`config.mk`:
```
export PLATFORM = sky130hd
export DESIGN_NAME = selective_repeat_receive_window
export DESIGN_NICKNAME = d
export VERILOG_FILES = /design/src/sv/srrw_pkg.sv /design/src/sv/selective_repeat_receive_window.sv
export SDC_FILE = /design/constraint.sdc
export NUM_CORES = 1
export LEC_CHECK = 0
export BUFFER_PORTS_ARGS = -buffer_cell sky130_fd_sc_hd__buf_2
export CAP_MARGIN = 15
export CELL_PAD_IN_SITES_DETAIL_PLACEMENT = 1
export CELL_PAD_IN_SITES_GLOBAL_PLACEMENT = 1
export CORE_UTILIZATION = 45
export CTS_BUF_LIST = sky130_fd_sc_hd__clkbuf_4 sky130_fd_sc_hd__clkbuf_8
export DETAILED_ROUTE_END_ITERATION = 8
export GPL_TIMING_DRIVEN = 0
export PLACE_DENSITY = 0.79
export SETUP_SLACK_MARGIN = 0.3
export SLEW_MARGIN = 20
export SYNTH_ARGS = -nofsm -noshare
export SYNTH_HDL_FRONTEND = slang
export SYNTH_SLANG_ARGS = --single-unit
```
`constraint.sdc`:
```
create_clock -name clock -period 4.2 [get_ports clock]
set_input_delay 0.21 -clock clock [delete_from_list [all_inputs] [get_ports clock]]
set_output_delay 0.21 -clock clock [all_outputs]
set_load 0.05 [all_outputs]
```
`src/sv/srrw_pkg.sv`:
```
`timescale 1ns / 1ps
`default_nettype none
// ----------------------------------------------------------------------------
// srrw_pkg
// Types, codes and helpers of the selective-repeat receive window.
// ----------------------------------------------------------------------------
package srrw_pkg;

   localparam int MAX_WINDOW_DEF = 16;

   localparam int SEQ_W       = 16;
   localparam int TAG_W       = 16;
   localparam int SIZE_W      = 13;
   localparam int SLOTS_W     = 5;
   localparam int STEP_W      = 13;
   localparam int CSR_INDEX_W = 2;
   localparam int CSR_DATA_W  = 16;

   // register indexes
   localparam logic [CSR_INDEX_W-1:0] CSR_WINDOW_SLOTS = 2'd0;
   localparam logic [CSR_INDEX_W-1:0] CSR_SEQ_STEP     = 2'd1;
   localparam logic [CSR_INDEX_W-1:0] CSR_SEQ_LIMIT    = 2'd2;

   // register reset values
   localparam logic [SLOTS_W-1:0] WINDOW_SLOTS_RST = 5'd5;
   localparam logic [STEP_W-1:0]  SEQ_STEP_RST     = 13'd1024;
   localparam logic [SEQ_W-1:0]   SEQ_LIMIT_RST    = 16'd30720;

   // result kinds
   localparam logic KIND_DELIVER = 1'b0;
   localparam logic KIND_ACK     = 1'b1;

   typedef enum logic [2:0] {
      ST_INIT,
      ST_IDLE,
      ST_SEARCH,
      ST_SL_RD,
      ST_SL_OUT,
      ST_ACK
   } state_type;

   typedef struct packed {
      logic [TAG_W-1:0]  tag;
      logic [SIZE_W-1:0] size;
      logic              fin;
   } slot_data_type;

   // next sequence number, zero once it would pass the limit
   function automatic logic [SEQ_W-1:0] advance_seq(input logic [SEQ_W-1:0]  s,
                                                    input logic [STEP_W-1:0] step,
                                                    input logic [SEQ_W-1:0]  limit);
      logic [SEQ_W:0] n;
      n = {1'b0, s} + {{(SEQ_W + 1 - STEP_W){1'b0}}, step};
      return (n <= {1'b0, limit}) ? n[SEQ_W-1:0] : '0;
   endfunction

endpackage
`default_nettype wire

```
`src/sv/selective_repeat_receive_window.sv`:
```
`timescale 1ns / 1ps
`default_nettype none
// ----------------------------------------------------------------------------
// selective_repeat_receive_window
// Receiver window of selective-repeat ARQ: match, in-order slide, ack.
// ----------------------------------------------------------------------------
// Usage
//  - req_*: one packet descriptor per item (seq, fin, size, tag).
//  - rsp_*: per item, one delivery per in-order slot released from the window
//    head, then one ack for the arriving seq (rsp_last_result marks it).
//  - csr_*: register writes (index, data); always ready. Any write of a known
//    register restarts the window and clears the done flag.
//  - One item at a time. The slot-seq memory has one read port, so the
//    search walks one slot per cycle and each delivery is a read then a
//    write-back.
//  - After reset or a write of a known register an init sweep writes the
//    W expected sequence numbers with req_ready low.
//  - Once a FIN is delivered, items are taken and dropped with no result.
//  - A stalled rsp_ready holds the result register and the slide; the next
//    item can be taken while the ack still waits.
// ----------------------------------------------------------------------------
module selective_repeat_receive_window #(
   parameter int MAX_WINDOW = srrw_pkg::MAX_WINDOW_DEF
) (
   input  wire                                  clock,
   input  wire                                  reset,
   // packet descriptors
   input  wire                                  req_valid,
   output logic                                 req_ready,
   input  wire  [srrw_pkg::SEQ_W-1:0]           req_pkt_seq,
   input  wire                                  req_pkt_is_fin,
   input  wire  [srrw_pkg::SIZE_W-1:0]          req_pkt_size,
   input  wire  [srrw_pkg::TAG_W-1:0]           req_pkt_tag,
   // results
   output logic                                 rsp_valid,
   input  wire                                  rsp_ready,
   output logic                                 rsp_result_kind,
   output logic [srrw_pkg::SEQ_W-1:0]           rsp_out_seq,
   output logic [srrw_pkg::TAG_W-1:0]           rsp_out_tag,
   output logic [srrw_pkg::SIZE_W-1:0]          rsp_out_size,
   output logic                                 rsp_out_is_fin,
   output logic                                 rsp_transfer_done,
   output logic                                 rsp_last_result,
   // registers
   input  wire                                  csr_valid,
   output logic                                 csr_ready,
   input  wire  [srrw_pkg::CSR_INDEX_W-1:0]     csr_index,
   input  wire  [srrw_pkg::CSR_DATA_W-1:0]      csr_data
);

   localparam int IDX_W = (MAX_WINDOW > 1) ? $clog2(MAX_WINDOW) : 1;
   localparam int CNT_W = $clog2(MAX_WINDOW + 1);

   // registers
   logic [srrw_pkg::SLOTS_W-1:0] win_slots_ff, win_slots_in;
   logic [srrw_pkg::STEP_W-1:0]  seq_step_ff, seq_step_in;
   logic [srrw_pkg::SEQ_W-1:0]   seq_limit_ff, seq_limit_in;

   // control
   srrw_pkg::state_type          state_ff, state_in;
   logic [IDX_W-1:0]             init_k_ff, init_k_in;
   logic [srrw_pkg::SEQ_W-1:0]   init_s_ff, init_s_in;
   logic [IDX_W-1:0]             head_ff, head_in;
   logic                         done_ff, done_in;
   logic [MAX_WINDOW-1:0]        rcvd_ff, rcvd_in;
   logic                         chk_vld_ff, chk_vld_in;
   logic                         rsp_valid_ff, rsp_valid_in;

   // payload
   logic [srrw_pkg::SEQ_W-1:0]   next_exp_ff, next_exp_in;
   logic [srrw_pkg::SEQ_W-1:0]   pkt_seq_ff, pkt_seq_in;
   logic                         pkt_fin_ff, pkt_fin_in;
   logic [srrw_pkg::SIZE_W-1:0]  pkt_size_ff, pkt_size_in;
   logic [srrw_pkg::TAG_W-1:0]   pkt_tag_ff, pkt_tag_in;
   logic [IDX_W-1:0]             iss_p_ff, iss_p_in;
   logic [CNT_W-1:0]             iss_k_ff, iss_k_in;
   logic [IDX_W-1:0]             chk_p_ff, chk_p_in;
   logic                         chk_last_ff, chk_last_in;
   logic                         rsp_kind_ff, rsp_kind_in;
   logic [srrw_pkg::SEQ_W-1:0]   rsp_seq_ff, rsp_seq_in;
   logic [srrw_pkg::TAG_W-1:0]   rsp_tag_ff, rsp_tag_in;
   logic [srrw_pkg::SIZE_W-1:0]  rsp_size_ff, rsp_size_in;
   logic                         rsp_fin_ff, rsp_fin_in;
   logic                         rsp_done_ff, rsp_done_in;
   logic                         rsp_last_ff, rsp_last_in;

   // memories: expected seq per slot, stored packet per slot
   logic [srrw_pkg::SEQ_W-1:0]   seq_mem [MAX_WINDOW];
   logic [srrw_pkg::SEQ_W-1:0]   seq_rdata_ff;
   srrw_pkg::slot_data_type      dat_mem [MAX_WINDOW];
   srrw_pkg::slot_data_type      dat_rdata_ff;

   logic                         seq_we, seq_re;
   logic [IDX_W-1:0]             seq_waddr, seq_raddr;
   logic [srrw_pkg::SEQ_W-1:0]   seq_wdata;
   logic                         dat_we, dat_re;
   logic [IDX_W-1:0]             dat_waddr, dat_raddr;
   srrw_pkg::slot_data_type      dat_wdata;

   logic [CNT_W-1:0]             win_len;
   logic                         rsp_free;
   logic                         csr_fire;
   logic                         delivered_fin;

   // W clamped to 1 .. MAX_WINDOW
   always_comb begin
      if (win_slots_ff == '0) begin
         win_len = CNT_W'(1);
      end else if (win_slots_ff > MAX_WINDOW) begin
         win_len = CNT_W'(MAX_WINDOW);
      end else begin
         win_len = CNT_W'(win_slots_ff);
      end
   end

   // circular slot index step within the active window
   function automatic logic [IDX_W-1:0] wrap_inc(input logic [IDX_W-1:0] p,
                                                 input logic [CNT_W-1:0] len);
      if (CNT_W'(p) == len - CNT_W'(1)) begin
         return '0;
      end
      return p + IDX_W'(1);
   endfunction

   assign rsp_free      = !rsp_valid_ff || rsp_ready;
   assign csr_ready     = 1'b1;
   assign csr_fire      = csr_valid && csr_ready;
   assign delivered_fin = dat_rdata_ff.fin;

   always_comb begin
      logic reinit;
      reinit       = 1'b0;
      state_in     = state_ff;
      win_slots_in = win_slots_ff;
      seq_step_in  = seq_step_ff;
      seq_limit_in = seq_limit_ff;
      init_k_in    = init_k_ff;
      init_s_in    = init_s_ff;
      head_in      = head_ff;
      done_in      = done_ff;
      rcvd_in      = rcvd_ff;
      chk_vld_in   = chk_vld_ff;
      next_exp_in  = next_exp_ff;
      pkt_seq_in   = pkt_seq_ff;
      pkt_fin_in   = pkt_fin_ff;
      pkt_size_in  = pkt_size_ff;
      pkt_tag_in   = pkt_tag_ff;
      iss_p_in     = iss_p_ff;
      iss_k_in     = iss_k_ff;
      chk_p_in     = chk_p_ff;
      chk_last_in  = chk_last_ff;
      rsp_kind_in  = rsp_kind_ff;
      rsp_seq_in   = rsp_seq_ff;
      rsp_tag_in   = rsp_tag_ff;
      rsp_size_in  = rsp_size_ff;
      rsp_fin_in   = rsp_fin_ff;
      rsp_done_in  = rsp_done_ff;
      rsp_last_in  = rsp_last_ff;
      rsp_valid_in = rsp_valid_ff && !rsp_ready;
      req_ready    = 1'b0;
      seq_we       = 1'b0;
      seq_waddr    = head_ff;
      seq_wdata    = next_exp_ff;
      seq_re       = 1'b0;
      seq_raddr    = head_ff;
      dat_we       = 1'b0;
      dat_waddr    = chk_p_ff;
      dat_wdata    = '{tag: pkt_tag_ff, size: pkt_size_ff, fin: pkt_fin_ff};
      dat_re       = 1'b0;
      dat_raddr    = head_ff;

      unique case (state_ff)
         srrw_pkg::ST_INIT: begin
            // write expected seq of slot init_k, stop after W slots
            seq_we    = 1'b1;
            seq_waddr = init_k_ff;
            seq_wdata = init_s_ff;
            init_s_in = srrw_pkg::advance_seq(init_s_ff, seq_step_ff, seq_limit_ff);
            if (CNT_W'(init_k_ff) == win_len - CNT_W'(1)) begin
               next_exp_in = init_s_in;
               state_in    = srrw_pkg::ST_IDLE;
            end else begin
               init_k_in = init_k_ff + IDX_W'(1);
            end
         end
         srrw_pkg::ST_IDLE: begin
            req_ready = 1'b1;
            if (req_valid) begin
               pkt_seq_in  = req_pkt_seq;
               pkt_fin_in  = req_pkt_is_fin;
               pkt_size_in = req_pkt_size;
               pkt_tag_in  = req_pkt_tag;
               iss_p_in    = head_ff;
               iss_k_in    = '0;
               chk_vld_in  = 1'b0;
               state_in    = srrw_pkg::ST_SEARCH;
            end
         end
         srrw_pkg::ST_SEARCH: begin
            if (done_ff) begin
               // transfer finished: drop the item
               state_in = srrw_pkg::ST_IDLE;
            end else begin
               // issue one slot read a cycle, compare the one read last cycle
               chk_vld_in = 1'b0;
               if (iss_k_ff != win_len) begin
                  seq_re      = 1'b1;
                  seq_raddr   = iss_p_ff;
                  chk_p_in    = iss_p_ff;
                  chk_last_in = (iss_k_ff == win_len - CNT_W'(1));
                  chk_vld_in  = 1'b1;
                  iss_p_in    = wrap_inc(iss_p_ff, win_len);
                  iss_k_in    = iss_k_ff + CNT_W'(1);
               end
               if (chk_vld_ff) begin
                  if (seq_rdata_ff == pkt_seq_ff) begin
                     dat_we            = 1'b1;
                     rcvd_in[chk_p_ff] = 1'b1;
                     chk_vld_in        = 1'b0;
                     state_in          = srrw_pkg::ST_SL_RD;
                  end else if (chk_last_ff) begin
                     chk_vld_in = 1'b0;
                     state_in   = srrw_pkg::ST_SL_RD;
                  end
               end
            end
         end
         srrw_pkg::ST_SL_RD: begin
            if (rcvd_ff[head_ff]) begin
               seq_re   = 1'b1;
               dat_re   = 1'b1;
               state_in = srrw_pkg::ST_SL_OUT;
            end else begin
               state_in = srrw_pkg::ST_ACK;
            end
         end
         srrw_pkg::ST_SL_OUT: begin
            if (rsp_free) begin
               rsp_valid_in     = 1'b1;
               rsp_kind_in      = srrw_pkg::KIND_DELIVER;
               rsp_seq_in       = seq_rdata_ff;
               rsp_tag_in       = dat_rdata_ff.tag;
               rsp_size_in      = dat_rdata_ff.size;
               rsp_fin_in       = delivered_fin;
               rsp_done_in      = done_ff || delivered_fin;
               rsp_last_in      = 1'b0;
               done_in          = done_ff || delivered_fin;
               rcvd_in[head_ff] = 1'b0;
               // refill the head slot with the next expected seq
               seq_we           = 1'b1;
               next_exp_in      = srrw_pkg::advance_seq(next_exp_ff, seq_step_ff,
                                                        seq_limit_ff);
               head_in          = wrap_inc(head_ff, win_len);
               state_in         = srrw_pkg::ST_SL_RD;
            end
         end
         srrw_pkg::ST_ACK: begin
            if (rsp_free) begin
               rsp_valid_in = 1'b1;
               rsp_kind_in  = srrw_pkg::KIND_ACK;
               rsp_seq_in   = pkt_seq_ff;
               rsp_tag_in   = '0;
               rsp_size_in  = '0;
               rsp_fin_in   = 1'b0;
               rsp_done_in  = done_ff;
               rsp_last_in  = 1'b1;
               state_in     = srrw_pkg::ST_IDLE;
            end
         end
         default: begin
            state_in = srrw_pkg::ST_IDLE;
         end
      endcase

      // write of a known register wins over item work and restarts the window
      if (csr_fire) begin
         unique case (csr_index)
            srrw_pkg::CSR_WINDOW_SLOTS: begin
               win_slots_in = csr_data[srrw_pkg::SLOTS_W-1:0];
               reinit       = 1'b1;
            end
            srrw_pkg::CSR_SEQ_STEP: begin
               seq_step_in = csr_data[srrw_pkg::STEP_W-1:0];
               reinit      = 1'b1;
            end
            srrw_pkg::CSR_SEQ_LIMIT: begin
               seq_limit_in = csr_data[srrw_pkg::SEQ_W-1:0];
               reinit       = 1'b1;
            end
            default: begin
               reinit = 1'b0;
            end
         endcase
      end
      if (reinit) begin
         state_in   = srrw_pkg::ST_INIT;
         init_k_in  = '0;
         init_s_in  = '0;
         head_in    = '0;
         done_in    = 1'b0;
         rcvd_in    = '0;
         chk_vld_in = 1'b0;
         seq_we     = 1'b0;
         dat_we     = 1'b0;
      end
   end

   always_ff @(posedge clock) begin
      if (reset) begin
         state_ff     <= srrw_pkg::ST_INIT;
         win_slots_ff <= srrw_pkg::WINDOW_SLOTS_RST;
         seq_step_ff  <= srrw_pkg::SEQ_STEP_RST;
         seq_limit_ff <= srrw_pkg::SEQ_LIMIT_RST;
         init_k_ff    <= '0;
         init_s_ff    <= '0;
         head_ff      <= '0;
         done_ff      <= 1'b0;
         rcvd_ff      <= '0;
         chk_vld_ff   <= 1'b0;
         rsp_valid_ff <= 1'b0;
      end else begin
         state_ff     <= state_in;
         win_slots_ff <= win_slots_in;
         seq_step_ff  <= seq_step_in;
         seq_limit_ff <= seq_limit_in;
         init_k_ff    <= init_k_in;
         init_s_ff    <= init_s_in;
         head_ff      <= head_in;
         done_ff      <= done_in;
         rcvd_ff      <= rcvd_in;
         chk_vld_ff   <= chk_vld_in;
         rsp_valid_ff <= rsp_valid_in;
      end
   end

   always_ff @(posedge clock) begin
      next_exp_ff <= next_exp_in;
      pkt_seq_ff  <= pkt_seq_in;
      pkt_fin_ff  <= pkt_fin_in;
      pkt_size_ff <= pkt_size_in;
      pkt_tag_ff  <= pkt_tag_in;
      iss_p_ff    <= iss_p_in;
      iss_k_ff    <= iss_k_in;
      chk_p_ff    <= chk_p_in;
      chk_last_ff <= chk_last_in;
      rsp_kind_ff <= rsp_kind_in;
      rsp_seq_ff  <= rsp_seq_in;
      rsp_tag_ff  <= rsp_tag_in;
      rsp_size_ff <= rsp_size_in;
      rsp_fin_ff  <= rsp_fin_in;
      rsp_done_ff <= rsp_done_in;
      rsp_last_ff <= rsp_last_in;
   end

   // slot seq memory, one write and one registered read port
   always_ff @(posedge clock) begin
      if (seq_we) begin
         seq_mem[seq_waddr] <= seq_wdata;
      end
      if (seq_re) begin
         seq_rdata_ff <= seq_mem[seq_raddr];
      end
   end

   // slot packet memory, written on a match, read at the head on a slide
   always_ff @(posedge clock) begin
      if (dat_we) begin
         dat_mem[dat_waddr] <= dat_wdata;
      end
      if (dat_re) begin
         dat_rdata_ff <= dat_mem[dat_raddr];
      end
   end

   assign rsp_valid         = rsp_valid_ff;
   assign rsp_result_kind   = rsp_kind_ff;
   assign rsp_out_seq       = rsp_seq_ff;
   assign rsp_out_tag       = rsp_tag_ff;
   assign rsp_out_size      = rsp_size_ff;
   assign rsp_out_is_fin    = rsp_fin_ff;
   assign rsp_transfer_done = rsp_done_ff;
   assign rsp_last_result   = rsp_last_ff;

endmodule
`default_nettype wire

```
==> metrics.cfg, run 1 <==
[outcome]
status = finished with violations
violations = negative setup slack

[cells_and_area]
nNetsFinal = 2804
layout-drive-gt1-share_pct = 31.3
area_growth_pct = 20.6
largest_reg_flops = 480
top_register = dat_mem
reg_top3 = dat_mem x480, seq_mem x256, dat_rdata_ff x29

[floorplanning]
core_area_sq_um = 87300
core.rowCount = 108
die-area_sq_um = 89800
die_y_um = 300
io_pins = 121
die_w_um = 300
initial_core_util_pct = 45.7

[placement]
io_buffer_count = 118
dp_hpwl_um = 73600
dp_slack_ns = -0.869
place.gp.congestion = 0.862

[synth]
synth.avg_cell_area_sq_um = 18.0
synth-seq-cells = 986
syn_inst = 2214
yosys_warnings = 0
ys_seq_area_share_pct = 72.2
synth_flop_cell = edfxtp_1
async_flop_share_pct = 0
yosysUniqueCellTypes = 79
synth_area_sq_um = 39900
syn-num-nets = 2351
synth_edf_count = 906

[clock_tree]
h-tree-depth = 4
cts.reportedPaths.clkPinSlew_ns = 0.07
clkLatencyLatePin_ns = 0.89
clock_sinks = 986
clk_path_buf_depth = 3
tritoncts = done
cts_inserted_buffers = 160
root_buffer = clkbuf_8

[power]
p_leak_uw = 0.0161
total_power_uw = 20900
ir_drop_mv = 0.369
p_per_area_nw_per_um2 = 435

[worst_setup_path]
endpoint_kind = flop
worstPathArrival_ns = 5.04
path_common_cell = nand2_2
cp.required_ns = 4.86
critPathTopFamily = compound AO/OA/AOI/OAI gates
cp-startpoint = init_s_ff[0]$_SDFFE_PP0P_
criticalPathCategory = reg2reg
cp_num_buf_inv = 3
cp-start-kind = flop
slowest_delay_ns = 0.40
path_cells = ha_2 > fa_2 > a21o_1 > a21oi_4 > o21ai_2 > nand2_2 > o311ai_4 > nand2_2 > xnor2_4 > ha_4 > a2111oi_2 > nand2_1 > o21ai_4 > a21boi_4 > buf_6 > and2_4 > buf_8 > clkbuf_16 > o2bb2ai_1
reg2reg_from = init_s_ff[0]$_SDFFE_PP0P_
cp_slowest_cell = dfxtp_1
path_max_fanout = 7

[sta]
clock_skew_ns = 0.0830
rsz0062_at_grt = true
fmax_ghz = 0.228
tns_ns = -2.66
slew_violations = 0
finalSetupViolCount = 30
worst_slew_pin_slew_ns = 1.13
timing.hold.ws_ns = 0.0613
min_period_ns = 4.38
fin_ws_ns = -0.183
hold_viol = 0
fin_crit_sh_pct = 104
slew_headroom_pct = 24.7

[global_route]
gr-total-overflow = 0
grt_usage_pct = 25.9
grt_pass1_wl_um = 168000
grt_max_degree = 32
antenna_found_initial = 2
grt_pass1_vias = 25600

[routing]
dr.pass1.iters = 7
drc = 0
postRouteAntennaNets = 0
drt_iter0_markers = 2161
drt_wl_total_um = 116000
routedWlPerCell_um = 29.4
via_count = 23400
routed_via_density = 5.93

[flow_run]
max-cap-violations = 0

[hold_path]
hold_path.class = in2reg
worstHoldStart = req_pkt_size[10]

-- cell usage in the layout (no fill, tap or decap), types with 12 or more instances in the layout --
master         instances
a22o_1                20
clkbuf_1              56
a22oi_1               39
a21o_1                15
clkinv_2              25
xor2_1                28
xnor2_1               31
buf_2                129
buf_8                 20
nand2_1              162
clkbuf_8             167
a21oi_1               46
ha_1                  57
clkbuf_2              12
clkinv_1              34
dlygate4sd3_1         79
buf_4                 42
edfxtp_1             906
inv_1                 40
buf_16                15
nor2_4                21
nand3_2               14
dfxtp_1               76
a21oi_2               23
mux2_2                17
and2_1                35
buf_6                 20
nand4_1               12
nor2_1                78
mux4_2               209
clkbuf_4              45
nor3_1                12
nand3_1               16
o21ai_0               19
mux2i_1               29
-- Yosys cell counts (32+ instances only) --
cell	count	area [sq um]
mux4_2	209	4710
nor2_1	110	413
and2_1	37	231
a22oi_1	39	293
ha_1	66	826
dfxtp_1	80	1600
nand3_1	32	160
inv_1	41	154
clkbuf_1	62	233
a21oi_1	70	350
edfxtp_1	906	27200
nand2_1	164	616
xnor2_1	37	324
-- cells by family (layout without fill, tap and decap cells) --
kind of cell	Yosys count	count (layout)	share of synthesized area, %
DFF	986	986	72.2
and+or+nand+nor	443	443	5.19
muxes	258	258	13.1
AOI/OAI and AO/OA	250	250	4.23
buffers and inverters	142	723	1.58
adders and majority gates	68	68	2.17
xor gates and xnor gates	66	66	1.47
other	1	4	0.00940
-- per-stage QoR --
step	instances	utilization, %	cell area [sq um]
after CTS	3936	54.8	47800
after global placement	3487	48.1	42000
final	3953	55.1	48100
after floorplan	2214	-	39900
after detailed placement	3531	49.3	43000
after global routing	3952	55.1	48100
-- metal layers --
metal	vias up	track usage (%)	part of all wire, %
met5	-	0	0
met4	0	11.3	3.9
met3	307	4.81	6.6
met2	1069	45.9	53
met1	12300	30.9	37
li1	9740	-	-
-- area by class of cell --
class,instances,area [sq um]
fillers,7993,39200
well taps,1155,1450
diodes,3,7.51
multi-input cells,1086,11200
repair buffers,291,2680
plain buffers,101,543
inverters,41,156
clock buffers,210,2620
clock inverters,80,626
flip-flops and latches,986,28800
-- worst paths after layout --
kind	cells after the start	slack, ns	end
worst max-delay path	19	-0.18	next_exp_ff[14]$_DFFE_PP_
worst min-delay path	2	0.06	pkt_size_ff[10]$_DFFE_PP_
worst max register to register	19	-0.18	next_exp_ff[14]$_DFFE_PP_
worst min register to register	2	0.47	seq_limit_ff[6]$_SDFFE_PP0P_
-- power by group --
| part | internal, uW | switching [uW] | total (uW) |
|---|---|---|---|
| registers | 10900 | 135 | 11100 |
| clock network | 4460 | 4150 | 8610 |
| logic | 468 | 789 | 1260 |
-- worst register-to-register path, stage by stage (launching register included) --
cell and delay [ns]:
dfxtp_1 0.40, ha_2 0.24, fa_2 0.23, a21o_1 0.18
a21oi_4 0.10, o21ai_2 0.18, nand2_2 0.13, o311ai_4 0.34
nand2_2 0.15, xnor2_4 0.27, ha_4 0.25, a2111oi_2 0.35
nand2_1 0.15, o21ai_4 0.27, a21boi_4 0.27, buf_6 0.14
and2_4 0.14, buf_8 0.13, clkbuf_16 0.15, o2bb2ai_1 0.15
-- timing repair --
item,in CTS,in global routing
hold buffers,79,0
gates cloned,2,1
resized for setup,95,35
endpoints found under the hold margin,87,0
pin swaps,40,37
buffers inserted,34,13
endpoints found under the setup margin,670,192
Power figures use the tool's default switching activity.
==> run 2: changes to the inputs <==
CORE_UTILIZATION = 43   (was 45)
PLACE_DENSITY = 0.76   (was 0.79)
==> metrics.cfg, run 2 (same netlist as run 1, synthesis figures left out) <==
[outcome]
status = finished with violations
violations = negative setup slack

[routing]
drc = 0  ; unchanged
routed_via_density = 5.75  ; -3.0%
via_count = 23200  ; -0.89%
dr.pass1.iters = 5  ; -2
routedWlPerCell_um = 28.1  ; -4.5%
postRouteAntennaNets = 0  ; unchanged
drt_wl_total_um = 114000  ; -2.4%
drt_iter0_markers = 2246  ; +3.9%

[cells_and_area]
layout_commonest_cell = edfxtp_1
top_register = dat_mem
multi_input_area_sq_um = 11400  ; +1.5%
largest_reg_flops = 480  ; unchanged
final_cell_mix = edfxtp_1, mux4_2, clkbuf_8, nand2_1, buf_2
area_growth_pct = 21.5
register_area_sq_um = 28800  ; about the same
stdcell_count = 4037  ; +2.1%
layout-drive-gt1-share_pct = 31.6  ; +0.26 points
final_util_pct = 52.8  ; -2.3 points
nFillCells = 8486  ; +6.2%
reg_top3 = dat_mem x480, seq_mem x256, dat_rdata_ff x29
nNetsFinal = 2811  ; +0.25%

[hold_path]
hold_depth = 2  ; unchanged
hold_path.class = in2reg

[placement]
dp_hpwl_um = 72500  ; -1.4%
dp_cells = 3626  ; +2.7%
place.gp.congestion = 0.853  ; -1.1%
io_buffer_count = 118  ; unchanged

[power]
power_frac_seq_pct = 53.1  ; +0.2 points
sw_frac_of_total_pct = 24.0  ; -0.23 points
p_int_uw = 15800  ; -0.19%
p_per_area_nw_per_um2 = 430  ; -1.3%
p_leak_uw = 0.0162  ; +0.39%
combinationalPowerShare_pct = 6.1  ; about the same
switching_power_uw = 5000  ; -1.5%
p_clk_share_pct = 40.7  ; -0.4 points
ir_drop_mv = 0.427  ; +16%

[sta]
worst_slew_pin_slew_ns = 1.24  ; +0.111 ns
clock_skew_ns = 0.0783  ; -0.00464 ns
hold_viol = 0  ; unchanged
rsz0062_at_grt = true
fin_ws_ns = -0.0541  ; +0.129 ns
slew_violations = 0  ; unchanged
fmax_ghz = 0.235  ; +3.0%
slew_headroom_pct = 17.3  ; -7.4 points
finalSetupViolCount = 14  ; -53%
fin_crit_sh_pct = 101  ; -3.1 points
min_period_ns = 4.25  ; -0.129 ns

[clock_tree]
h-tree-depth = 4  ; unchanged
tritoncts = done
clkLatencyLatePin_ns = 0.88  ; about the same
root_buffer = clkbuf_8
clock_sinks = 986  ; unchanged
clk_path_buf_depth = 3  ; unchanged
cts_inserted_buffers = 160  ; unchanged
cts.reportedPaths.clkPinSlew_ns = 0.06  ; about the same

[worst_setup_path]
critPathTopFamily = compound AO/OA/AOI/OAI gates
cp_num_buf_inv = 2  ; -1
endpoint_kind = flop
path_max_fanout = 5  ; -2
worstPathArrival_ns = 4.84  ; -0.20 ns
critical_path_depth = 19  ; unchanged
path_cells = ha_4 > a21o_1 > a21oi_4 > o211ai_1 > a31oi_4 > o21a_1 > nand3b_1 > xnor2_2 > ha_1 > and3_4 > nand3_2 > nor4_2 > nor2_1 > o21ai_2 > a21boi_4 > and2_4 > clkbuf_16 > buf_8 > a22o_1
cp_slowest_cell = dfxtp_4
r2r_cells = 19  ; unchanged
cp-start-kind = flop
cp.required_ns = 4.78  ; -0.08 ns
slowest_delay_ns = 0.38  ; -0.02 ns
criticalPathCategory = reg2reg

[floorplanning]
die-area_sq_um = 94000  ; +4.6%
die_w_um = 307  ; +2.3%
core.rowCount = 111  ; +2.8%
io_pins = 121  ; unchanged
core_area_sq_um = 91800  ; +5.2%
initial_core_util_pct = 43.4  ; -2.2 points
die_y_um = 307  ; +2.3%

[global_route]
antenna_found_initial = 3  ; +1
grt_usage_pct = 23.9  ; -2.0 points
grt_pass1_wl_um = 163000  ; -2.9%
gr-total-overflow = 0  ; unchanged
grt_max_degree = 34  ; +6.3%
grt_pass1_vias = 24800  ; -3.4%

[flow_run]
max-cap-violations = 0  ; unchanged

-- run 2: through the flow --
stage          setup WS (ns)  area, sq um  setup TNS, ns  hold WS [ns]  power [uW]
6_report             -0.0541        48500         -0.385        0.0800       20800
5_1_grt               -0.159        48500          -2.76        0.0364       21400
4_1_cts                0.130        47900              0       0.00308       20800
3_5_place_dp           -1.08        43300         -47.92         0.388       12300
3_3_place_gp           -2.24        42100       -1154.45         0.387       12200
2_1_floorplan          0.315        39900              0         0.309       11900
-- run 2: power by group through the flow --
stage | sequential (uW) | clock [uW] | combinational, uW
after detailed placement | 11300 | 0 | 1060
after global placement | 11300 | 0 | 984
after CTS | 11100 | 8560 | 1180
after global routing | 11100 | 8960 | 1370
final | 11100 | 8490 | 1280
after floorplan | 11200 | 0 | 671
-- run 2: final timing paths --
check	startpoint	to	slack [ns]
worst min-delay path	req_pkt_tag[14]	pkt_tag_ff[14]$_DFFE_PP_	0.08
worst min register to register	seq_limit_ff[1]$_SDFFE_PP0P_	seq_limit_ff[1]$_SDFFE_PP0P_	0.46
worst max register to register	seq_step_ff[1]$_SDFFE_PP0P_	next_exp_ff[7]$_DFFE_PP_	-0.05
worst max-delay path	seq_step_ff[1]$_SDFFE_PP0P_	next_exp_ff[7]$_DFFE_PP_	-0.05
-- run 2: repair_timing --
item	4_1_cts	5_1_grt
buffers inserted	33	14
pin swaps	48	59
hold buffers	78	0
endpoints found under the setup margin	526	139
resized for setup	83	74
gates cloned	2	1
endpoints found under the hold margin	98	0
-- run 2: worst reg2reg max path, cell delays in order (launching register included) --
cell and delay [ns]:
dfxtp_4 0.38, ha_4 0.26, a21o_1 0.18, a21oi_4 0.10
o211ai_1 0.36, a31oi_4 0.16, o21a_1 0.24, nand3b_1 0.27
xnor2_2 0.34, ha_1 0.32, and3_4 0.16, nand3_2 0.07
nor4_2 0.04, nor2_1 0.14, o21ai_2 0.11, a21boi_4 0.17
and2_4 0.17, clkbuf_16 0.16, buf_8 0.13, a22o_1 0.22
-- run 2: layout make-up --
class / count / area share [%]
Buffer: 101 / 1.15
Timing Repair Buffer: 298 / 5.82
Clock inverter: 74 / 1.29
Clock buffer: 205 / 5.27
Sequential cell: 986 / 59.5
Tap cell: 1243 / 3.21
Multi-Input combinational cell: 1086 / 23.5
Inverter: 41 / 0.323
Antenna cell: 3 / 0.0155
-- run 2: routing by layer --
metal  global-route usage [%]  wire length (um)  vias to the layer above
met2                     42.1             59600                      970
li1                         -                 -                     9770
met1                     29.2             43300                    12200
met3                     4.25              6850                      265
met4                     9.28              3820                        0
met5                        0                 0                        -
